<file path="config.mk">
export PLATFORM = sky130hd
export DESIGN_NAME = rk_number_decode
export DESIGN_NICKNAME = d
export VERILOG_FILES = /design/src/rtl/core/rkd_pkg.sv /design/src/rtl/core/rkd_unpack.sv /design/src/rtl/core/rkd_mul.sv /design/src/rtl/core/rkd_round.sv /design/src/rtl/core/rk_number_decode.sv
export SDC_FILE = /design/constraint.sdc
export NUM_CORES = 2
export LEC_CHECK = 0
export ABC_CLOCK_PERIOD_IN_PS = 118400
export BUFFER_PORTS_ARGS = -buffer_cell sky130_fd_sc_hd__buf_2
export CORE_UTILIZATION = 50
export CTS_CLUSTER_DIAMETER = 40
export DETAILED_ROUTE_END_ITERATION = 12
export GPL_TIMING_DRIVEN = 0
export PLACE_DENSITY_LB_ADDON = 0.05
export SYNTH_ARGS = -nofsm -noshare
export SYNTH_HDL_FRONTEND = slang
export SYNTH_HIERARCHICAL = 1
export SYNTH_SLANG_ARGS = --single-unit
</file>
<file path="constraint.sdc">
create_clock -name i_clk -period 118.4 [get_ports i_clk]
set_input_delay 23.68 -clock i_clk [delete_from_list [all_inputs] [get_ports i_clk]]
set_output_delay 23.68 -clock i_clk [all_outputs]
set_load 0.03 [all_outputs]
</file>
<file path="src/rtl/core/rkd_pkg.sv">
// Shared types and constants for the RK number decoder.
package rkd_pkg;

    localparam logic [52:0] C_MANT = 53'h1_47AE_147A_E147B;
    localparam logic [26:0] C_HI   = C_MANT[52:26];
    localparam logic [25:0] C_LO   = C_MANT[25:0];
    localparam logic [63:0] QUIET_BIT = 64'h0008_0000_0000_0000;
    localparam logic [1:0]  FLAG_SCALE = 2'd0;
    localparam logic [1:0]  FLAG_INT   = 2'd1;

    typedef struct packed {
        logic               sign;
        logic               scale;
        logic               is_int;
        logic               nan;
        logic               inf;
        logic               zero;
        logic [31:0]        word;
        logic [29:0]        mag;
        logic signed [12:0] ex;
        logic signed [12:0] dn;
        logic [4:0]         lz;
        logic [63:0]        plain;
        logic [56:0]        ph;
        logic [55:0]        pl;
        logic [82:0]        prod;
        logic [52:0]        trunc;
        logic               grd;
        logic               stk;
        logic [10:0]        ebase;
    } t_num;

    typedef struct packed {
        logic en;
        logic valid;
    } t_ctl;

endpackage

</file>
<file path="src/rtl/core/rkd_unpack.sv">
// Decode of the RK word, leading zero count and normalization (three stages).
module rkd_unpack
    import rkd_pkg::*;
(
    input  logic        i_clk,
    input  logic        i_rst_n,
    input  t_ctl        i_ctl,
    input  logic [31:0] i_word,
    output logic        o_valid,
    output t_num        o_num
);

    logic r_v1, r_v2, r_v3;
    t_num r_s1, r_s2, r_s3;
    t_num n_s1, n_s2, n_s3;

    always_comb begin
        logic [29:0] p;
        logic [10:0] e;
        logic [20:0] m;
        logic [10:0] e_eff;
        n_s1 = '0;
        p = i_word[31:2];
        e = i_word[30:20];
        m = {(e != 11'd0), i_word[19:2], 2'b00};
        e_eff = (e == 11'd0) ? 11'd1 : e;
        n_s1.word = i_word;
        n_s1.scale = i_word[FLAG_SCALE];
        n_s1.is_int = i_word[FLAG_INT];
        n_s1.sign = i_word[31];
        if (i_word[FLAG_INT]) begin
            n_s1.mag = p[29] ? (~p + 30'd1) : p;
            n_s1.ex = 13'sd0;
            n_s1.zero = (p == 30'd0);
        end else begin
            n_s1.mag = {m, 9'b0};
            n_s1.ex = $signed({2'b00, e_eff}) - 13'sd1052;
            n_s1.nan = (e == 11'h7FF) && (i_word[19:2] != 18'd0);
            n_s1.inf = (e == 11'h7FF) && (i_word[19:2] == 18'd0);
            n_s1.zero = (e == 11'd0) && (i_word[19:2] == 18'd0);
        end
    end

    always_comb begin
        n_s2 = r_s1;
        n_s2.lz = 5'd0;
        for (int i = 0; i < 30; i++) begin
            if (r_s1.mag[i]) begin
                n_s2.lz = 5'(29 - i);
            end
        end
    end

    always_comb begin
        logic [29:0] a;
        n_s3 = r_s2;
        a = r_s2.mag << r_s2.lz;
        n_s3.mag = a;
        n_s3.ex = r_s2.ex - $signed({8'b0, r_s2.lz});
        if (r_s2.is_int) begin
            if (r_s2.zero) begin
                n_s3.plain = 64'd0;
            end else begin
                n_s3.plain = {r_s2.sign, 11'd1052 - {6'b0, r_s2.lz}, a[28:0], 23'b0};
            end
        end else begin
            n_s3.plain = {r_s2.word[31:2], 2'b00, 32'b0};
        end
    end

    always_ff @(posedge i_clk) begin
        if (!i_rst_n) begin
            r_v1 <= 1'b0;
            r_v2 <= 1'b0;
            r_v3 <= 1'b0;
        end else if (i_ctl.en) begin
            r_v1 <= i_ctl.valid;
            r_v2 <= r_v1;
            r_v3 <= r_v2;
        end
    end

    always_ff @(posedge i_clk) begin
        if (i_ctl.en) begin
            r_s1 <= n_s1;
            r_s2 <= n_s2;
            r_s3 <= n_s3;
        end
    end

    assign o_valid = r_v3;
    assign o_num   = r_s3;

endmodule

</file>
<file path="src/rtl/core/rkd_mul.sv">
// Product of the significand with the constant 0.01, in two partial products.
module rkd_mul
    import rkd_pkg::*;
(
    input  logic i_clk,
    input  logic i_rst_n,
    input  t_ctl i_ctl,
    input  t_num i_num,
    output logic o_valid,
    output t_num o_num
);

    logic r_v4, r_v5;
    t_num r_s4, r_s5;
    t_num n_s4, n_s5;

    always_comb begin
        n_s4 = i_num;
        n_s4.ph = i_num.mag * C_HI;
        n_s4.pl = i_num.mag * C_LO;
    end

    always_comb begin
        n_s5 = r_s4;
        n_s5.prod = ({26'b0, r_s4.ph} << 26) + {27'b0, r_s4.pl};
        n_s5.dn = -(r_s4.ex + 13'sd1015);
    end

    always_ff @(posedge i_clk) begin
        if (!i_rst_n) begin
            r_v4 <= 1'b0;
            r_v5 <= 1'b0;
        end else if (i_ctl.en) begin
            r_v4 <= i_ctl.valid;
            r_v5 <= r_v4;
        end
    end

    always_ff @(posedge i_clk) begin
        if (i_ctl.en) begin
            r_s4 <= n_s4;
            r_s5 <= n_s5;
        end
    end

    assign o_valid = r_v5;
    assign o_num   = r_s5;

endmodule

</file>
<file path="src/rtl/core/rkd_round.sv">
// Alignment, rounding to nearest even and selection of special results.
module rkd_round
    import rkd_pkg::*;
(
    input  logic        i_clk,
    input  logic        i_rst_n,
    input  t_ctl        i_ctl,
    input  t_num        i_num,
    output logic        o_valid,
    output logic [63:0] o_bits
);

    logic        r_v6, r_v7;
    t_num        r_s6;
    t_num        n_s6;
    logic [63:0] r_bits;
    logic [63:0] n_bits;

    always_comb begin
        logic signed [12:0] k_min;
        logic signed [12:0] dsel;
        logic signed [12:0] eb;
        logic [6:0]         d;
        logic [6:0]         dm1;
        logic [82:0]        sh;
        logic [82:0]        mask;
        n_s6 = i_num;
        k_min = i_num.prod[82] ? 13'sd30 : 13'sd29;
        dsel = (i_num.dn > k_min) ? i_num.dn : k_min;
        d = dsel[6:0];
        dm1 = d - 7'd1;
        sh = i_num.prod >> d;
        mask = (83'd1 << dm1) - 83'd1;
        eb = k_min + i_num.ex + 13'sd1015;
        n_s6.trunc = sh[52:0];
        n_s6.grd = i_num.prod[dm1];
        n_s6.stk = |(i_num.prod & mask);
        n_s6.ebase = (dsel == k_min) ? eb[10:0] : 11'd0;
    end

    always_comb begin
        logic [62:0] sum;
        logic        inc;
        logic [63:0] upper;
        inc = r_s6.grd & (r_s6.stk | r_s6.trunc[0]);
        sum = {r_s6.ebase, 52'b0} + {10'b0, r_s6.trunc} + {62'b0, inc};
        upper = {r_s6.word[31:2], 2'b00, 32'b0};
        if (!r_s6.scale) begin
            n_bits = r_s6.plain;
        end else if (r_s6.nan) begin
            n_bits = upper | QUIET_BIT;
        end else if (r_s6.inf) begin
            n_bits = upper;
        end else if (r_s6.zero) begin
            n_bits = {r_s6.sign, 63'b0};
        end else begin
            n_bits = {r_s6.sign, sum};
        end
    end

    always_ff @(posedge i_clk) begin
        if (!i_rst_n) begin
            r_v6 <= 1'b0;
            r_v7 <= 1'b0;
        end else if (i_ctl.en) begin
            r_v6 <= i_ctl.valid;
            r_v7 <= r_v6;
        end
    end

    always_ff @(posedge i_clk) begin
        if (i_ctl.en) begin
            r_s6   <= n_s6;
            r_bits <= n_bits;
        end
    end

    assign o_valid = r_v7;
    assign o_bits  = r_bits;

endmodule

</file>
<file path="src/rtl/core/rk_number_decode.sv">
// Top level of the RK number decoder: seven-stage pipeline from RK word to binary64.
//
//   channel  direction  tdata fields (low bit up)
//   s_*      in         rk_word[31:0]
//   m_*      out        value_bits[63:0]
//
// One beat is accepted per cycle while the output is not stalled.
// The constant multiply is split into two partial products.
// Reset clears the stage valid bits only.
// A stall on the output freezes every stage together, so nothing is lost or repeated.
module rk_number_decode
    import rkd_pkg::*;
(
    input  logic        i_clk,
    input  logic        i_rst_n,
    input  logic        s_tvalid,
    output logic        s_tready,
    input  logic [31:0] s_tdata,   // rk_word[31:0]
    output logic        m_tvalid,
    input  logic        m_tready,
    output logic [63:0] m_tdata    // value_bits[63:0]
);

    logic en;
    logic v_unpack, v_mul;
    t_num num_unpack, num_mul;
    t_ctl ctl_in, ctl_mul, ctl_round;

    assign en = !m_tvalid || m_tready;
    assign s_tready = en;
    assign ctl_in    = '{en: en, valid: s_tvalid};
    assign ctl_mul   = '{en: en, valid: v_unpack};
    assign ctl_round = '{en: en, valid: v_mul};

    rkd_unpack u_unpack (
        .i_clk   (i_clk),
        .i_rst_n (i_rst_n),
        .i_ctl   (ctl_in),
        .i_word  (s_tdata),
        .o_valid (v_unpack),
        .o_num   (num_unpack)
    );

    rkd_mul u_mul (
        .i_clk   (i_clk),
        .i_rst_n (i_rst_n),
        .i_ctl   (ctl_mul),
        .i_num   (num_unpack),
        .o_valid (v_mul),
        .o_num   (num_mul)
    );

    rkd_round u_round (
        .i_clk   (i_clk),
        .i_rst_n (i_rst_n),
        .i_ctl   (ctl_round),
        .i_num   (num_mul),
        .o_valid (m_tvalid),
        .o_bits  (m_tdata)
    );

endmodule

</file>
Word-level counts from Yosys, hierarchy flattened --
Index checks and enable logic that the tools add are counted.
Operators by class: reductions and logical operators 16, shift-type cells 3, multiplexer cells 43, multiply operators 2, order comparisons 2, add/sub/neg operators 13, equal/unequal tests 2, bitwise gates (word level) 5
Operators with widths (number):
- $mux W64 | 5
- $add A83 B56 Y83 | 1
- $and A83 B83 Y83 | 1
- $reduce_or A83 Y1 | 1
- $shl A1 B7 Y83 const A | 1
- $shr A83 B7 Y53 | 1
- $sub A83 B1 Y83 const B | 1
- $mux W5 | 14
- $add A63 B1 Y63 | 1
- $add A63 B53 Y63 | 1
- $mux W63 | 1
- $mul A30 B27 Y57 const B | 1
- $mul A30 B26 Y56 const B | 1
- $mux W43 | 1
- $mux W4 | 8
- $add A30 B1 Y30 const B | 1
- $logic_not A30 Y1 | 1
- $mux W30 | 1
- $not A30 Y30 | 1
- $shl A30 B5 Y30 | 1
- $logic_not A18 Y1 | 1
- $reduce_bool A18 Y1 | 1
- $reduce_or A16 Y1 | 1
- $add A13 B11 Y13 const B | 1
- other kinds (28) | 38
Storage, ports and cells: flip-flop bits (word level) 984, word-level logic and storage cells 160, output and inout port bits 66

Depth between registers and ports, before layout --
word-level depth 29, gate-level depth with buffers 31, depth with buffers taken out 24

Hierarchy --
Netlist, hierarchy kept.
Modules (own cells, without submodules):
- rkd_mul | seq. area each 21570.7 um^2, area each 49447.4 um^2, cells an instance 3718, instances 1
- rkd_round | seq. area each 6916.6 um^2, area each 19276.0 um^2, cells an instance 2197, instances 1
- rkd_unpack | seq. area each 8558.2 um^2, area each 14784.2 um^2, cells an instance 1213, instances 1
- rk_number_decode | seq. area each 0.0 um^2, area each 6.3 um^2, cells an instance 1, instances 1

Worst setup path before layout --
OpenSTA, ideal clock, no wires.
kind input to output, start input port m_tready, end output port s_tready, path slack 41392 ps, arrival 53328 ps, stages on the path 1, data required time 94720 ps, buffers on the path 0, cells stage by stage nand2b_1
On the way: word-level cells in the longest chain between the ends 1
Ends and longest elaborated chain:
- from (decl) | RTL line rk_number_decode.sv:20 | input logic m_tready,
- $logic_or A1 B1 Y1 | RTL line rk_number_decode.sv:29 | assign en = !m_tvalid || m_tready;
- to (decl) | RTL line rk_number_decode.sv:17 | output logic s_tready,
No other way between the ends.

Worst setup path after layout --
Same ends and word-level chain as after synthesis.

==> results.yml <==
status:
  status: "complete, but fails checks"
  failed_checks: "DRC"
routing:
  drtIter0Drc: 4972
  drtPass1Iterations: 10
  drc_errors: 14
  ant_nets: 0
  drt-total-wl_um: 239100
  vias: 51690
  viasPerCell: 5.890
  wire_per_inst_um: 27.24
critical_path:
  critPathMaxFanout: 8
  crit_path_start_kind: "input pin"
  critPathArrivalTime_ns: 24.20
  crit_path_end_kind: "output pin"
  crit_required_ns: 94.72
  critPathKind: "in -> out"
cells_and_area:
  seqCellArea_um2: 28220
  final_common_cell: "inv_1"
  diodes: 0
  num-fill-cells: 12500
  finish.net_count: 7984
  drive_gt1_frac: 0.07129
  syn2layout_area_growth_pct: 10.09
  final_cell_mix: "inv_1, edfxtp_1, ha_1, nand2_1, fa_1"
  multiInputGateArea_um2: 39390
  stdcell_area_um2: 79680
placement:
  dpl_cell_area_um2: 75760
  io_buffers: 101
  dp_hpwl_um: 192800
  routabilityCongestion: 1.011
clocking:
  cts_tree: "yes"
  clock_sinks: 942
  cts_buffer_depth: 3
  ctsRootBufferMaster: "clkbuf_16"
  cts_buffers: 112
  holdBufCountCts: 0
  post_cts_buffers: 0
  cts.clk_slew.worst_paths_ns: 0.06
  cts.htree.levels: 3
  clock_latency_ns: 0.73
  cts_resized: 0
yosys:
  syn_avg_cell_area_um2: 11.09
  syn_area_um2: 72380
  synth_warnings: 6
  syn_inst: 6528
grt:
  globalRouteOverflowTotal: 0
  grt_max_degree: 77
  grt_pass1_wl_um: 346300
  antenna_found_initial: 6
  grt_pass1_vias: 50780
  grt_usage: 0.3261
die:
  initial_core_util: 0.5038
  io-pin-count: 102
  die_area_um2: 146300
  coreArea_um2: 143700
  die_h_um: 382.5
  rows: 139
  chipWidth_um: 382.5
timing:
  report.final.slew_viol_count: 0
  setup_tns_ns: 0
  fin_crit_sh: 0.4044
  final_hold_viol_count: 0
  fin_skew_ns: 0.05811
  tightest_slew_ns: 1.384
  rsz0062_at_grt: "no"
  finalSetupViolations: 0
  slew_headroom: 0.07702
  period_minus_slack_ns: 47.88
  max_freq_mhz: 20.89
hold_path:
  worstHoldPathType: "reg -> reg"
job:
  maxCapViolCount: 0
stage by stage:
stage | hold WS [ns] | worst slack [ns] | util | std cells
global placement | 0.4003 | 38.07 | 0.5245 | 8554
CTS | 0.3863 | 70.52 | 0.5547 | 8776
detailed placement | 0.4045 | 70.52 | 0.5273 | 8569
floorplan | 0.4003 | 48.36 | - | 6550
finish | 0.3743 | 70.52 | 0.5547 | 8776
global route | 0.3875 | 70.50 | 0.5547 | 8776
layout make-up:
class | count | share of cell area
buffer | 280 | 0.01613
clock inverter | 75 | 0.01314
clock buffer | 132 | 0.03612
tap | 1903 | 0.02988
sequential | 942 | 0.3541
timing repair buffer | 116 | 0.01127
multi-input combinational | 4374 | 0.4944
inverter | 954 | 0.04494
per-layer routing:
layer	wire (µm)	share of wire	global-route usage
met4	11770	0.049	0.1415
met5	13	0.000054	0
met1	104900	0.44	0.4624
met2	105800	0.44	0.4973
met3	16600	0.069	0.05006
state kept, by name, indices dropped and copies added (netlist names), 40 cells and up:
register        cells
u_round/o_bits     64
u_round/r_s6      165
u_mul/n_s5        224
u_unpack/n_s2      77
u_unpack/o_num    118
u_unpack/r_s2      42
u_unpack/n_s3      40
u_mul/o_num       205
final timing paths:
kind | from | endpoint | slack (ns) | cells after the start
worst max-delay path | m_tready | s_tready | 70.52 | 3
worst max register to register | u_mul/o_num[148] | u_round/r_s6[11] | 107.87 | 27
worst min register to register | u_mul/o_num[396] | u_round/r_s6[396] | 0.37 | 0
worst min-delay path | u_mul/o_num[396] | u_round/r_s6[396] | 0.37 | 0
worst max-delay path, cell delays in order:
cell and delay (ns):
buf_2 0.08, nand2b_4 0.21, buf_2 0.23
Power is left out: the tool's default activity adds up to more than one toggle a clock period on the data nets, which glitch-free logic cannot reach.
